## src/rtl/pfm_pkg.sv

```systemverilog
`default_nettype none
package pfm_pkg;

    // Field and datapath widths
    localparam int SPEED_W      = 16;
    localparam int ANGLE_IN_W   = 17;
    localparam int DUR_W        = 16;
    localparam int GRAV_W       = 16;
    localparam int ANG_W        = 32;
    localparam int DIV_W        = 45;
    localparam int TAB_LEN      = 24;
    localparam int CORDIC_STEPS_DEF = 16;

    // Constants of the angle path
    localparam logic signed [ANG_W-1:0] CORDIC_GAIN = 32'sh26DD3B6A;
    localparam logic [24:0] DEG_TO_RAD_Q30 = 25'd18740330;
    localparam logic [17:0] FULL_TURN_Q8    = 18'd92160;
    localparam logic [17:0] HALF_TURN_Q8    = 18'd46080;
    localparam logic [17:0] QUARTER_TURN_Q8 = 18'd23040;

    // Register map
    localparam logic REG_GRAVITY = 1'b0;
    localparam logic [GRAV_W-1:0] GRAVITY_RESET = 16'd2511;

    // Per-item control carried along the angle and CORDIC stages
    typedef struct packed {
        logic                 sneg;
        logic                 cneg;
        logic [SPEED_W-1:0]   speed;
        logic [DUR_W-1:0]     dur;
    } pfm_item_t;

    // Arctangent table, Q2.30 radians
    function automatic logic [ANG_W-1:0] atan_q30(input int unsigned idx);
        logic [ANG_W-1:0] r;
        case (idx)
            0:  r = 32'h3243F6A8;
            1:  r = 32'h1DAC6705;
            2:  r = 32'h0FADBAFC;
            3:  r = 32'h07F56EA6;
            4:  r = 32'h03FEAB76;
            5:  r = 32'h01FFD55B;
            6:  r = 32'h00FFFAAA;
            7:  r = 32'h007FFF55;
            8:  r = 32'h003FFFEA;
            9:  r = 32'h001FFFFD;
            10: r = 32'h000FFFFF;
            11: r = 32'h0007FFFF;
            12: r = 32'h0003FFFF;
            13: r = 32'h0001FFFF;
            14: r = 32'h0000FFFF;
            15: r = 32'h00007FFF;
            16: r = 32'h00003FFF;
            17: r = 32'h00001FFF;
            18: r = 32'h00000FFF;
            19: r = 32'h000007FF;
            20: r = 32'h000003FF;
            21: r = 32'h000001FF;
            22: r = 32'h000000FF;
            23: r = 32'h0000007F;
            default: r = '0;
        endcase
        return r;
    endfunction

endpackage
`default_nettype wire

```

## src/rtl/pfm_angle.sv

```systemverilog
`default_nettype none
module pfm_angle (
    input  wire logic                            aclk,
    input  wire logic                            aresetn,
    input  wire logic                            en,
    input  wire logic                            in_valid,
    input  wire logic [pfm_pkg::ANGLE_IN_W-1:0]  raw_angle,
    input  wire logic [pfm_pkg::SPEED_W-1:0]     speed,
    input  wire logic [pfm_pkg::DUR_W-1:0]       dur,
    output logic                                 out_valid,
    output pfm_pkg::pfm_item_t                   out_item,
    output logic signed [pfm_pkg::ANG_W-1:0]     out_z
);
    import pfm_pkg::*;

    logic [17:0]      mag0, mag1, mag2;
    logic             sn1, cn2;
    logic             v1_reg, v2_reg;
    logic [14:0]      mag_reg;
    pfm_item_t        item1_reg, item2_reg;
    logic [39:0]      prod;
    logic [ANG_W-1:0] z_reg;

    // Fold into the first quadrant
    always_comb begin
        mag0 = raw_angle[16] ? (18'h20000 - {1'b0, raw_angle}) : {1'b0, raw_angle};
        sn1  = raw_angle[16];
        mag1 = mag0;
        if (mag0 > HALF_TURN_Q8) begin
            mag1 = FULL_TURN_Q8 - mag0;
            sn1  = ~raw_angle[16];
        end
        mag2 = mag1;
        cn2  = 1'b0;
        if (mag1 > QUARTER_TURN_Q8) begin
            mag2 = HALF_TURN_Q8 - mag1;
            cn2  = 1'b1;
        end
    end

    // Folded degrees times the Q30 radian factor, full 40-bit product
    assign prod = {25'd0, mag_reg} * {15'd0, DEG_TO_RAD_Q30};

    // Control
    always_ff @(posedge aclk) begin
        if (!aresetn) begin
            v1_reg <= 1'b0;
            v2_reg <= 1'b0;
        end else if (en) begin
            v1_reg <= in_valid;
            v2_reg <= v1_reg;
        end
    end

    // Payload: fold, then degrees to Q30 radians
    always_ff @(posedge aclk) begin
        if (en) begin
            mag_reg         <= mag2[14:0];
            item1_reg.sneg  <= sn1;
            item1_reg.cneg  <= cn2;
            item1_reg.speed <= speed;
            item1_reg.dur   <= dur;
            item2_reg       <= item1_reg;
            z_reg           <= prod[39:8];
        end
    end

    assign out_valid = v2_reg;
    assign out_item  = item2_reg;
    assign out_z     = $signed(z_reg);

endmodule
`default_nettype wire

```

## config.mk

```make
export PLATFORM = sky130hd
export DESIGN_NAME = pfm_angle
export DESIGN_NICKNAME = d
export VERILOG_FILES = /design/src/rtl/pfm_pkg.sv /design/src/rtl/pfm_angle.sv
export SDC_FILE = /design/constraint.sdc
export NUM_CORES = 1
export LEC_CHECK = 0
export BUFFER_PORTS_ARGS = -buffer_cell sky130_fd_sc_hd__buf_2
export CORE_AREA = 2 2 192 194
export CTS_CLUSTER_DIAMETER = 100
export CTS_CLUSTER_SIZE = 14
export DETAILED_ROUTE_END_ITERATION = 16
export DIE_AREA = 0 0 194 196
export GPL_TIMING_DRIVEN = 0
export PLACE_DENSITY = 0.5
export SLEW_MARGIN = 20
export SYNTH_ARGS = -nofsm -noshare
export SYNTH_HDL_FRONTEND = slang
export SYNTH_SLANG_ARGS = --single-unit
```

## constraint.sdc

```tcl
create_clock -name aclk -period 14.5 [get_ports aclk]
set_input_delay 2.175 -clock aclk [delete_from_list [all_inputs] [get_ports aclk]]
set_output_delay 2.175 -clock aclk [all_outputs]
set_load 0.02 [all_outputs]
```

# Yosys cells after proc, flatten, opt, wreduce, memory -nomap -nowiden

Index checks and enable logic that the tools add are counted.

Add/sub/neg operators: 3
Muxes and demuxes: 5
Order comparisons: 2
Bitwise logic cells: 1
Multiply operators: 1

Operators with widths:

| operator               | count |
|---|---|
| $mul 15x24->39 const B | 1 |
| $mux 18                | 2 |
| $gt 18x15->1 const B   | 1 |
| $gt 18x16->1 const B   | 1 |
| $sub 17x18->18 const A | 1 |
| $sub 18x17->18 const A | 1 |
| $mux 15                | 1 |
| $sub 14x15->15 const A | 1 |
| $mux 1                 | 2 |
| $not 1->1              | 1 |

Bits in registers: 117
Output and inout bits: 67
Word-level logic and storage cells: 24

# Depth between registers and ports, before layout

Word-level depth: 6
Gate-level depth with buffers: 24
Depth with buffers taken out: 24

# Worst setup path before layout

Ideal clock, no wire load.

Kind: register to register
Start point: reg mag_reg[4]
End point: reg z_reg[31] (netlist: out_z[31]), data pin
Arrival time: 6.141 ns
Required time: 14.242 ns
Period minus slack after synthesis: 6.398 ns
Stages on the path, launching flop included: 23
Slack: 8.102 ns
Path buffers: 0
Path through: edfxtp_1 -> fa_1 -> inv_1 -> fa_1 -> inv_1 -> fa_1 -> fa_1 -> fa_1 -> inv_1 -> fa_1 -> inv_1 -> ha_1 -> a21o_1 -> a21o_1 -> a21oi_1 -> inv_1 -> a32o_1 -> a311o_1 -> a41oi_1 -> o21ai_0 -> a31o_2 -> a21oi_1 -> xnor2_1

Cells in the longest elaborated chain, start to end: 1

Ends and longest elaborated chain:

| item                   | line            | source |
|---|---|---|
| start, declared        | pfm_angle.sv:19 | `logic [14:0] mag_reg;` |
| start signal, assigned | pfm_angle.sv:58 | `mag_reg <= mag2[14:0];` |
| $mul 15x24->39         | pfm_angle.sv:42 | `assign prod = {25'd0, mag_reg} * {15'd0, DEG_TO_RAD_Q30};` |
| net prod[39]           | pfm_angle.sv:21 | `logic [39:0] prod;` |
| end signal, assigned   | pfm_angle.sv:64 | `z_reg <= prod[39:8];` |
| end, declared          | pfm_angle.sv:22 | `logic [ANG_W-1:0] z_reg;` |

The timed path passes the listed nets, and every way through them passes these cells.
A chain may end at the register's enable or synchronous reset.

# Final worst setup path

Same ends and word-level chain as after synthesis.

==> out/qor.csv <==
metric,value,unit
cts_max_level,4,
hpwl,19540,µm
postCtsSetupBuffers,0,
drtAntennaViolNets,0,
grt_setup_unrepaired,false,
start_kind,register,
cp.arrival,7230,ps
setup_slack,7453,ps
yosys_register_bits,117,
end_kind,register,
syn_nets,1251,
initial_utilization,0.3057,
critical_path_class,register to register,
drcViolationCount,0,
fmax,0.1419,GHz
finalHoldViolCount,0,
rows,70,
maxSlewHeadroom,0.5017,
syn_inst,941,
syn_avg_cell_area,11.72,µm²
ff2ff_setup_slack,7450,ps
die-width,194,µm
clk-insertion-delay-late,420,ps
hold_class,register to register,
core,36080,µm²
clk_pin_slew,60,ps
gp_congestion,0.8505,
worst_slew_pin_slew,742.1,ps
yosysSeqAreaShare,0.3167,
clockRootBuffer,clkbuf_16,
reg2regPathDepth,22,
setup_tns,0,ps
grt_pass1_wl,38740,µm
startpoint,mag_reg[4],
setup_viol,0,
period_minus_slack,7047,ps
grt_pass1_vias,7335,
cts_made_buffers,17,
antenna_found_initial,0,
gr-usage-all-layers,0.1292,
ys.flop_type,edfxtp_1,
cts.path.max_buffers,2,
status,completed,
async_reset_ff_frac,0,
worstPathMaxFanout,8,
synth_cell_type_count,88,
overflow,0,
drtIter0Drc,332,
synthToLayoutAreaGrowth,16.29,%
fin_crit_sh,0.4860,
r2r-start,mag_reg[4],
viasPerCell,4.527,
slew_violations,0,
finalClockSkew,9.058,ps
netlist_area,11030,µm²
fin_nets,1386,
cp_data_required_time,14680,ps
num_antenna_cells,0,
post_cts_resized,0,
fin_util,0.3555,
dieArea,38020,µm²
via_count,7048,
pre_cts_ws,7392,ps
yosys_warnings,0,
synth_edf_count,115,
endpoint,out_z[31],
cts_tree,done,
io_buffers,115,
avgRoutedWirePerCell,15.27,µm
ios,120,
cts_sinks,117,
holdWs,417.3,ps
cts_hold_buffers,0,
rr_endpoint,out_z[31],
maxCapViolations,0,
layout-drive-gt1-share,0.1837,
grt_start_max_net_pins,70,
wl,23770,µm
chipHeight,196,µm
drt_pass1_iterations,4,
[worst max-delay path, stage by stage (launching register included)]
cell	delay (ps)
edfxtp_1	610
fa_1	670
inv_1	110
fa_1	540
inv_1	50
fa_1	520
fa_1	440
fa_1	540
inv_1	50
fa_1	490
inv_1	40
ha_1	320
a21o_1	200
a21o_1	170
a21oi_1	160
inv_1	70
a32o_1	280
a311o_1	450
a41oi_1	360
o21ai_0	190
a31o_2	280
a21oi_1	180
xnor2_1	80
[cell usage after synthesis (14+ instances only)]
cell type,number,area share
inv_1,167,0.057
ha_1,145,0.16
edfxtp_1,115,0.31
fa_1,112,0.20
xnor2_1,48,0.038
nor2_1,44,0.015
nand2_1,31,0.011
a21oi_1,26,0.012
o21ai_0,22,0.010
xor2_1,21,0.017
nor3_1,14,0.0064
[how the worst min path moves through the flow]
stage                        startpoint            to  slack (ps)  cells after the start
after floorplan            item1_reg[0]   out_item[0]         400                      0
after global placement    item1_reg[27]  out_item[27]         400                      0
after detailed placement   item1_reg[0]   out_item[0]         400                      0
after CTS                  item1_reg[0]   out_item[0]         420                      0
after global routing      item1_reg[14]  out_item[14]         420                      0
final                     item1_reg[22]  out_item[22]         420                      0
[cells in the final DEF, fill, tap and decap left out, drive strengths merged, types with 4 or more instances in the layout]
| cell | netlist | final |
|---|---|---|
| a21oi | 28 | 28 |
| mux2i | 7 | 7 |
| buf | 9 | 125 |
| or4 | 5 | 5 |
| edfxtp | 115 | 115 |
| xor2 | 22 | 22 |
| fa | 112 | 112 |
| nor3 | 16 | 16 |
| and2 | 7 | 7 |
| clkinv | 0 | 4 |
| nand4 | 6 | 6 |
| a21o | 12 | 12 |
| inv | 167 | 172 |
| o21ai | 26 | 26 |
| o211ai | 5 | 5 |
| o21a | 8 | 8 |
| o41ai | 5 | 5 |
| nand3 | 9 | 9 |
| nand2b | 11 | 11 |
| nor2b | 10 | 10 |
| nor2 | 44 | 44 |
| clkbuf | 4 | 22 |
| or3 | 5 | 5 |
| xnor2 | 48 | 48 |
| ha | 145 | 145 |
| or2 | 10 | 10 |
| nand2 | 31 | 31 |
| and3 | 6 | 6 |
[through the flow]
| stage | instance area (µm²) | instances |
|---|---|---|
| floorplan | 11030 | 941 |
| global placement | 12190 | 1524 |
| detailed placement | 12230 | 1525 |
| CTS | 12830 | 1557 |
| global route | 12830 | 1557 |
| finish | 12830 | 1557 |
[area by class of cell]
type | instances | area (µm²)
Tap cell | 468 | 585.6
Timing Repair Buffer | 116 | 609.3
Inverter | 167 | 626.9
Multi-Input combinational cell | 644 | 6813
Clock inverter | 14 | 172.7
Fill cell | 3663 | 23260
Clock buffer | 18 | 429.2
Buffer | 13 | 98.84
Sequential cell | 117 | 3493
[kinds of logic (layout without fill, tap and decap cells)]
logic type / count (synthesis) / after routing / synth area share
adders and majority gates: 257 / 257 / 0.3677
xor gates and xnor gates: 70 / 70 / 0.05728
muxes: 10 / 10 / 0.009754
AOI/OAI and AO/OA: 133 / 133 / 0.09902
buffers and inverters: 180 / 328 / 0.06578
and+or+nand+nor: 174 / 174 / 0.08382
DFF: 117 / 117 / 0.3167
[per-layer routing]
metal / share of wire / GRT usage / up-vias
met3: 0.041 / 0.02304 / 17
met1: 0.48 / 0.1769 / 3374
li1: - / - / 3524
met2: 0.47 / 0.2108 / 133
met5: 0 / 0 / -
met4: 0.012 / 0.03507 / 0
Power is not shown: default switching activity piles up to over one toggle a cycle in this logic, so the estimate is an artifact.
