### config.mk
export PLATFORM = sky130hd
export DESIGN_NAME = pfm_cordic
export DESIGN_NICKNAME = d
export VERILOG_FILES = /design/src/rtl/pfm_pkg.sv /design/src/rtl/pfm_cordic.sv
export SDC_FILE = /design/constraint.sdc
export NUM_CORES = 2
export LEC_CHECK = 0
export BUFFER_PORTS_ARGS = -buffer_cell sky130_fd_sc_hd__buf_2
export CAP_MARGIN = 10
export CORE_MARGIN = 2
export CORE_UTILIZATION = 44
export DETAILED_ROUTE_END_ITERATION = 6
export PLACE_DENSITY = 0.61
export SYNTH_ARGS = -nofsm -noshare
export SYNTH_HDL_FRONTEND = slang
export SYNTH_SLANG_ARGS = --single-unit
export TNS_END_PERCENT = 50
### constraint.sdc
create_clock -name aclk -period 4.5 [get_ports aclk]
set_input_delay 0.225 -clock aclk [delete_from_list [all_inputs] [get_ports aclk]]
set_output_delay 0.225 -clock aclk [all_outputs]
set_load 0.02 [all_outputs]
### src/rtl/pfm_pkg.sv
`default_nettype none
package pfm_pkg;

    // Field and datapath widths
    localparam int SPEED_W      = 16;
    localparam int ANGLE_IN_W   = 17;
    localparam int DUR_W        = 16;
    localparam int GRAV_W       = 16;
    localparam int ANG_W        = 32;
    localparam int DIV_W        = 45;
    localparam int TAB_LEN      = 24;
    localparam int CORDIC_STEPS_DEF = 16;

    // Constants of the angle path
    localparam logic signed [ANG_W-1:0] CORDIC_GAIN = 32'sh26DD3B6A;
    localparam logic [24:0] DEG_TO_RAD_Q30 = 25'd18740330;
    localparam logic [17:0] FULL_TURN_Q8    = 18'd92160;
    localparam logic [17:0] HALF_TURN_Q8    = 18'd46080;
    localparam logic [17:0] QUARTER_TURN_Q8 = 18'd23040;

    // Register map
    localparam logic REG_GRAVITY = 1'b0;
    localparam logic [GRAV_W-1:0] GRAVITY_RESET = 16'd2511;

    // Per-item control carried along the angle and CORDIC stages
    typedef struct packed {
        logic                 sneg;
        logic                 cneg;
        logic [SPEED_W-1:0]   speed;
        logic [DUR_W-1:0]     dur;
    } pfm_item_t;

    // Arctangent table, Q2.30 radians
    function automatic logic [ANG_W-1:0] atan_q30(input int unsigned idx);
        logic [ANG_W-1:0] r;
        case (idx)
            0:  r = 32'h3243F6A8;
            1:  r = 32'h1DAC6705;
            2:  r = 32'h0FADBAFC;
            3:  r = 32'h07F56EA6;
            4:  r = 32'h03FEAB76;
            5:  r = 32'h01FFD55B;
            6:  r = 32'h00FFFAAA;
            7:  r = 32'h007FFF55;
            8:  r = 32'h003FFFEA;
            9:  r = 32'h001FFFFD;
            10: r = 32'h000FFFFF;
            11: r = 32'h0007FFFF;
            12: r = 32'h0003FFFF;
            13: r = 32'h0001FFFF;
            14: r = 32'h0000FFFF;
            15: r = 32'h00007FFF;
            16: r = 32'h00003FFF;
            17: r = 32'h00001FFF;
            18: r = 32'h00000FFF;
            19: r = 32'h000007FF;
            20: r = 32'h000003FF;
            21: r = 32'h000001FF;
            22: r = 32'h000000FF;
            23: r = 32'h0000007F;
            default: r = '0;
        endcase
        return r;
    endfunction

endpackage
`default_nettype wire

### src/rtl/pfm_cordic.sv
`default_nettype none
module pfm_cordic #(
    parameter int STEPS = pfm_pkg::CORDIC_STEPS_DEF
) (
    input  wire logic                            aclk,
    input  wire logic                            aresetn,
    input  wire logic                            en,
    input  wire logic                            in_valid,
    input  wire pfm_pkg::pfm_item_t              in_item,
    input  wire logic signed [pfm_pkg::ANG_W-1:0] in_z,
    output logic                                 out_valid,
    output pfm_pkg::pfm_item_t                   out_item,
    output logic signed [pfm_pkg::ANG_W-1:0]     out_sin,
    output logic signed [pfm_pkg::ANG_W-1:0]     out_cos
);
    import pfm_pkg::*;

    logic signed [ANG_W-1:0] x_w [STEPS+1];
    logic signed [ANG_W-1:0] y_w [STEPS+1];
    logic signed [ANG_W-1:0] z_w [STEPS+1];
    logic                    v_w [STEPS+1];
    pfm_item_t               it_w [STEPS+1];

    assign x_w[0]  = CORDIC_GAIN;
    assign y_w[0]  = '0;
    assign z_w[0]  = in_z;
    assign v_w[0]  = in_valid;
    assign it_w[0] = in_item;

    // One rotation per stage
    for (genvar i = 0; i < STEPS; i++) begin : g_stage
        logic signed [ANG_W-1:0] x_reg, y_reg, z_reg;
        logic                    v_reg;
        pfm_item_t               it_reg;
        logic signed [ANG_W-1:0] dx, dy, at;

        assign dx = y_w[i] >>> i;
        assign dy = x_w[i] >>> i;
        assign at = $signed(atan_q30((i < TAB_LEN) ? i : TAB_LEN));

        always_ff @(posedge aclk) begin
            if (!aresetn) begin
                v_reg <= 1'b0;
            end else if (en) begin
                v_reg <= v_w[i];
            end
        end

        always_ff @(posedge aclk) begin
            if (en) begin
                it_reg <= it_w[i];
                if (!z_w[i][ANG_W-1]) begin
                    x_reg <= x_w[i] - dx;
                    y_reg <= y_w[i] + dy;
                    z_reg <= z_w[i] - at;
                end else begin
                    x_reg <= x_w[i] + dx;
                    y_reg <= y_w[i] - dy;
                    z_reg <= z_w[i] + at;
                end
            end
        end

        assign x_w[i+1]  = x_reg;
        assign y_w[i+1]  = y_reg;
        assign z_w[i+1]  = z_reg;
        assign v_w[i+1]  = v_reg;
        assign it_w[i+1] = it_reg;
    end

    assign out_valid = v_w[STEPS];
    assign out_item  = it_w[STEPS];
    assign out_sin   = y_w[STEPS];
    assign out_cos   = x_w[STEPS];

endmodule
`default_nettype wire

# Word-level counts from Yosys, hierarchy flattened
# Index checks and enable logic that the tools add are counted.
# word_totals
input_bits,70
mem_count,0
ff_bits,2032
rom_bits,0
out_inout_bits,99
latch_bits,0
ram_bits,0
wordCells,262
# op_classes
div,0
bitwise,0
order_cmp,0
eq_ne,0
reduce_logical,0
n_addsub,90
muxes,46
mul,0
shift,0
# op_table
cell,count
$mux 32,46
$add 32x17->32,2
$add 32x18->32,2
$add 32x19->32,2
$add 32x20->32,2
$add 32x21->32,2
$add 32x22->32,2
$add 32x23->32,2
$add 32x24->32,2
$add 32x25->32,2
$add 32x26->32,2
$add 32x27->32,2
$add 32x28->32,2
$add 32x29->32,2
$add 32x30->32,2
$add 32x30->32 const B,2
$sub 32x17->32,2
$sub 32x18->32,2
$sub 32x19->32,2
$sub 32x20->32,2
$sub 32x21->32,2
$sub 32x22->32,2
$sub 32x23->32,2
$sub 32x24->32,2
37 further kinds,44

# Longest topological paths before layout
# depth
ltp_word,2
depth_mapped,20

# Worst setup path after synthesis
# Ideal clock, no wire load.
# synth_timing
path_kind,register to register
from,reg g_stage[4].x_reg[5]
to,reg g_stage[5].y_reg[31] (data pin)
stages_incl_launch_ff,20
setup_time_ns,0.259
synth_period_minus_slack_ns,4.701
required_time_ns,4.241
slack_ns,-0.201
n_path_buf,1
t_arrival_ns,4.442
path_cell_list,edfxtp_1 -> inv_1 -> ha_1 -> nand2b_1 -> or4_1 -> nor3b_1 -> a21oi_1 -> xnor2_1 -> ha_1 -> buf_2 -> a21o_1 -> a311o_1 -> a221o_1 -> a2111o_1 -> o21ai_2 -> a211oi_1 -> nor3_1 -> o31ai_1 -> a21oi_1 -> xnor2_1
# synth_between
elab_chain_len,2
# synth_rtl
element,line_no,text
from (decl),pfm_cordic.sv:32,"logic signed [ANG_W-1:0] x_reg, y_reg, z_reg;"
from (signal assigned),pfm_cordic.sv:53,x_reg <= x_w[i] - dx;
from (signal assigned),pfm_cordic.sv:57,x_reg <= x_w[i] + dx;
$add 32x27->32 or $sub 32x27->32 (tied branches),"pfm_cordic.sv:54, pfm_cordic.sv:58",
$mux 32 (*),pfm_cordic.sv:52,if (!z_w[i][ANG_W-1]) begin
to (signal assigned),pfm_cordic.sv:54,y_reg <= y_w[i] + dy;
to (signal assigned),pfm_cordic.sv:58,y_reg <= y_w[i] - dy;
to (decl),pfm_cordic.sv:32,
# Every way passes the cells marked *; elsewhere a longest branch is shown, timed or not.
# A chain may end at the register's enable or synchronous reset.

# Worst setup path in the final report
# layout_timing
from,reg g_stage[5].x_reg[10]
to,reg g_stage[6].y_reg[31] (data pin)
# layout_between
elab_chain_len,2
# layout_rtl
element,line_no
from (decl),pfm_cordic.sv:32
from (signal assigned),pfm_cordic.sv:53
from (signal assigned),pfm_cordic.sv:57
$add 32x26->32 or $sub 32x26->32 (tied branches),"pfm_cordic.sv:54, pfm_cordic.sv:58"
$mux 32 (*),pfm_cordic.sv:52
to (signal assigned),pfm_cordic.sv:54
to (signal assigned),pfm_cordic.sv:58
to (decl),pfm_cordic.sv:32
# Marks and branches as above.

==> reports/results.ini <==
[synthesis]
synth_area_sq_um = 137000
synth_cell_types = 102
yosys_warnings = 0
synth_fp_nets = 14700
syn_area_per_cell_sq_um = 10.4
synth_flop_cell = edfxtp_1
netlist_instances = 13200
synth_seq_cells = 1950
synthArstFlopShare_pct = 0
synth-seq-area-share_pct = 42.7
synth_edf_count = 1934

[floorplan]
fp-row-count = 204
fp.dieW_um = 562
die_h_um = 562
die_area_sq_um = 315000
pin_count = 169
coreArea_sq_um = 309000
initial_utilization_pct = 44.3

[clocking]
cts_buffers = 220
cts_sinks = 1950
clk_latency_ps = 930
clock_path_buffers = 4
cts_root_buf = clkbuf_16
path_clk_slew_ps = 60
cts_tree = built
cts-htree-levels = 4

[finish]
largest_register_ffs = 510
final_cells = 18600
register_area_sq_um = 58400
syn_to_final_growth_pct = 16.1
utilization_pct = 51.4
fillers = 27900
multiInputGateArea_sq_um = 77300
drive_above_1_share_pct = 12.1
final_nets = 15900

[worst_setup_path]
crit_type = flop to flop
required_ps = 5090
critPathArrivalTime_ps = 5090
critPathMaxFanout = 5
end_kind = flop
worst_setup_path_start_kind = flop

[timing]
slew_violations = 0
period_needed_ps = 4500
slew_headroom_pct = 33.8
final.setup_skew_ps = 84.7
rsz0062_at_grt = true
tightestPinTransition_ps = 993
hold_viol = 0
setup_slack_ps = -0.687
setup_viol = 1
max_freq_mhz = 222
finalCritPeriodShare_pct = 100

[run_status]
status = finished, violations left
violations = negative setup slack

[placement]
dpl.hpwl_um = 249000
post-place-cells = 18100
portBuffers = 168
place.gp.congestion = 0.921

[routing]
via_per_inst = 5.45
vias = 102000
wirelength_um = 320000
wl_per_cell_um = 17.2
drt-initial-drc-count = 6139
first_pass_iters = 6
ant_nets = 0
route.detailed.drc = 0

[grt]
grt_pass1_vias = 97300
grt_use_total_pct = 19.8
overflow = 0
antenna_found_initial = 1
grt_start_max_net_pins = 164
grt_pass1_wl_um = 513000

[hold_path]
hold_class = primary input to flop

[run]
drv_cap = 0

[stage by stage]
stage / cell area (sq um) / hold WS (ps) / setup TNS, ps / worst slack, ps
after floorplan: 137000 / 324 / -34.9 / -18.4
after global placement: 149000 / 400 / -1500 / -296
after detailed placement: 149000 / 404 / -1260 / -214
after CTS: 157000 / 3.32 / -126 / -102
after global routing: 159000 / 36.7 / -1700 / -285
final: 159000 / 86.0 / -0.687 / -0.687
[layout make-up]
type	instances	share of cell area [%]
flip-flops and latches	1950	36.8
well taps	4120	3.25
diodes	1	0.00158
inverters	494	1.17
clock inverters	149	1.11
repair buffers	1145	5.47
multi-input cells	10500	48.7
clock buffers	253	3.57
[worst max-delay path: stages, from the launching register on]
cell and delay, ps:
edfxtp_1 400, or4_4 590, nor4_4 160, buf_4 150
and2_4 150, buf_6 100, a21oi_1 60, xnor2_1 160
ha_1 330, buf_4 160, a311o_1 390, a311oi_2 260
nand2_1 140, o21ai_4 210, a2111oi_4 100, or3_4 360
a31o_2 250, a21oi_2 150, xnor2_1 100
[final timing paths]
check | start | to | slack [ps] | cells past startpoint
hold reg to reg | g_stage[2].it_reg[0]$_DFFE_PP_ | g_stage[3].it_reg[0]$_DFFE_PP_ | 360 | 0
hold / removal | in_item[13] | g_stage[0].it_reg[13]$_DFFE_PP_ | 90 | 2
setup reg to reg | g_stage[5].x_reg[10]$_DFFE_PP_ | g_stage[6].y_reg[31]$_DFFE_PP_ | -0.7 | 18
setup / recovery | g_stage[5].x_reg[10]$_DFFE_PP_ | g_stage[6].y_reg[31]$_DFFE_PP_ | -0.7 | 18
[timing repair]
item	CTS	global route
gates resized for setup	15	282
setup buffers	0	35
pin swaps	3	90
hold buffers	109	0
endpoints found under the hold margin	173	0
setup endpoints to repair	19	162
[routing by layer]
layer  up-vias  wire [um]  GRT usage [%]
met5         -          0              0
met3       520      11300           2.02
met4         0      10700           6.35
met2      1665     155000           34.7
li1      51700          -              -
met1     47700     143000           25.4
[layout by cell type, fill, tap and decap left out, drive strengths merged, types with 65 or more instances in the layout]
cell type,count
a211oi,137
nand3,234
or3,82
a21o,618
nor2b,169
ha,1441
buf,1036
xnor2,1108
o31ai,65
and3,143
nor4,87
nand2,641
mux2i,71
nor3,320
nand2b,206
a21oi,1391
o21ai,613
o21bai,145
inv,506
o21a,228
a31oi,140
dlygate4sd3,109
nor2,1112
edfxtp,1934
nand4,100
xor2,612
clkbuf,253
clkinv,85
[Yosys cell counts, types with 47 or more instances]
master	instances	area (sq um)
inv_1	492	1850
edfxtp_1	1934	58100
o21ai_0	596	2980
and3_1	143	895
nor3_1	320	1600
a21oi_1	1389	6950
a21o_1	618	4640
a211oi_1	136	1020
clkbuf_1	151	567
a31oi_1	139	870
o211ai_1	47	353
xor2_1	612	5360
ha_1	1441	18000
or3_1	82	513
nor2b_1	169	1060
nor2_1	1112	4170
mux2i_1	71	711
nand4_1	99	619
o21bai_1	145	1090
nand2b_1	206	1290
o31ai_1	65	488
nand2_1	641	2410
nor4_1	83	519
o21a_1	228	1710
xnor2_1	1108	9700
and2_1	63	394
nand3_1	234	1170
[kinds of logic after synthesis]
group	share of synthesized area (%)
buffers and inverters	1.86
AND/OR/NAND/NOR	12.0
other	0.00274
multiplexers	0.832
adder cells (fa/ha/maj)	13.8
flip-flops	42.7
AO/OA/AOI/OAI	17.8
XOR/XNOR	11.0
Power is left out: the tool's default activity adds up to more than one toggle a clock period on the data nets, which glitch-free logic cannot reach.
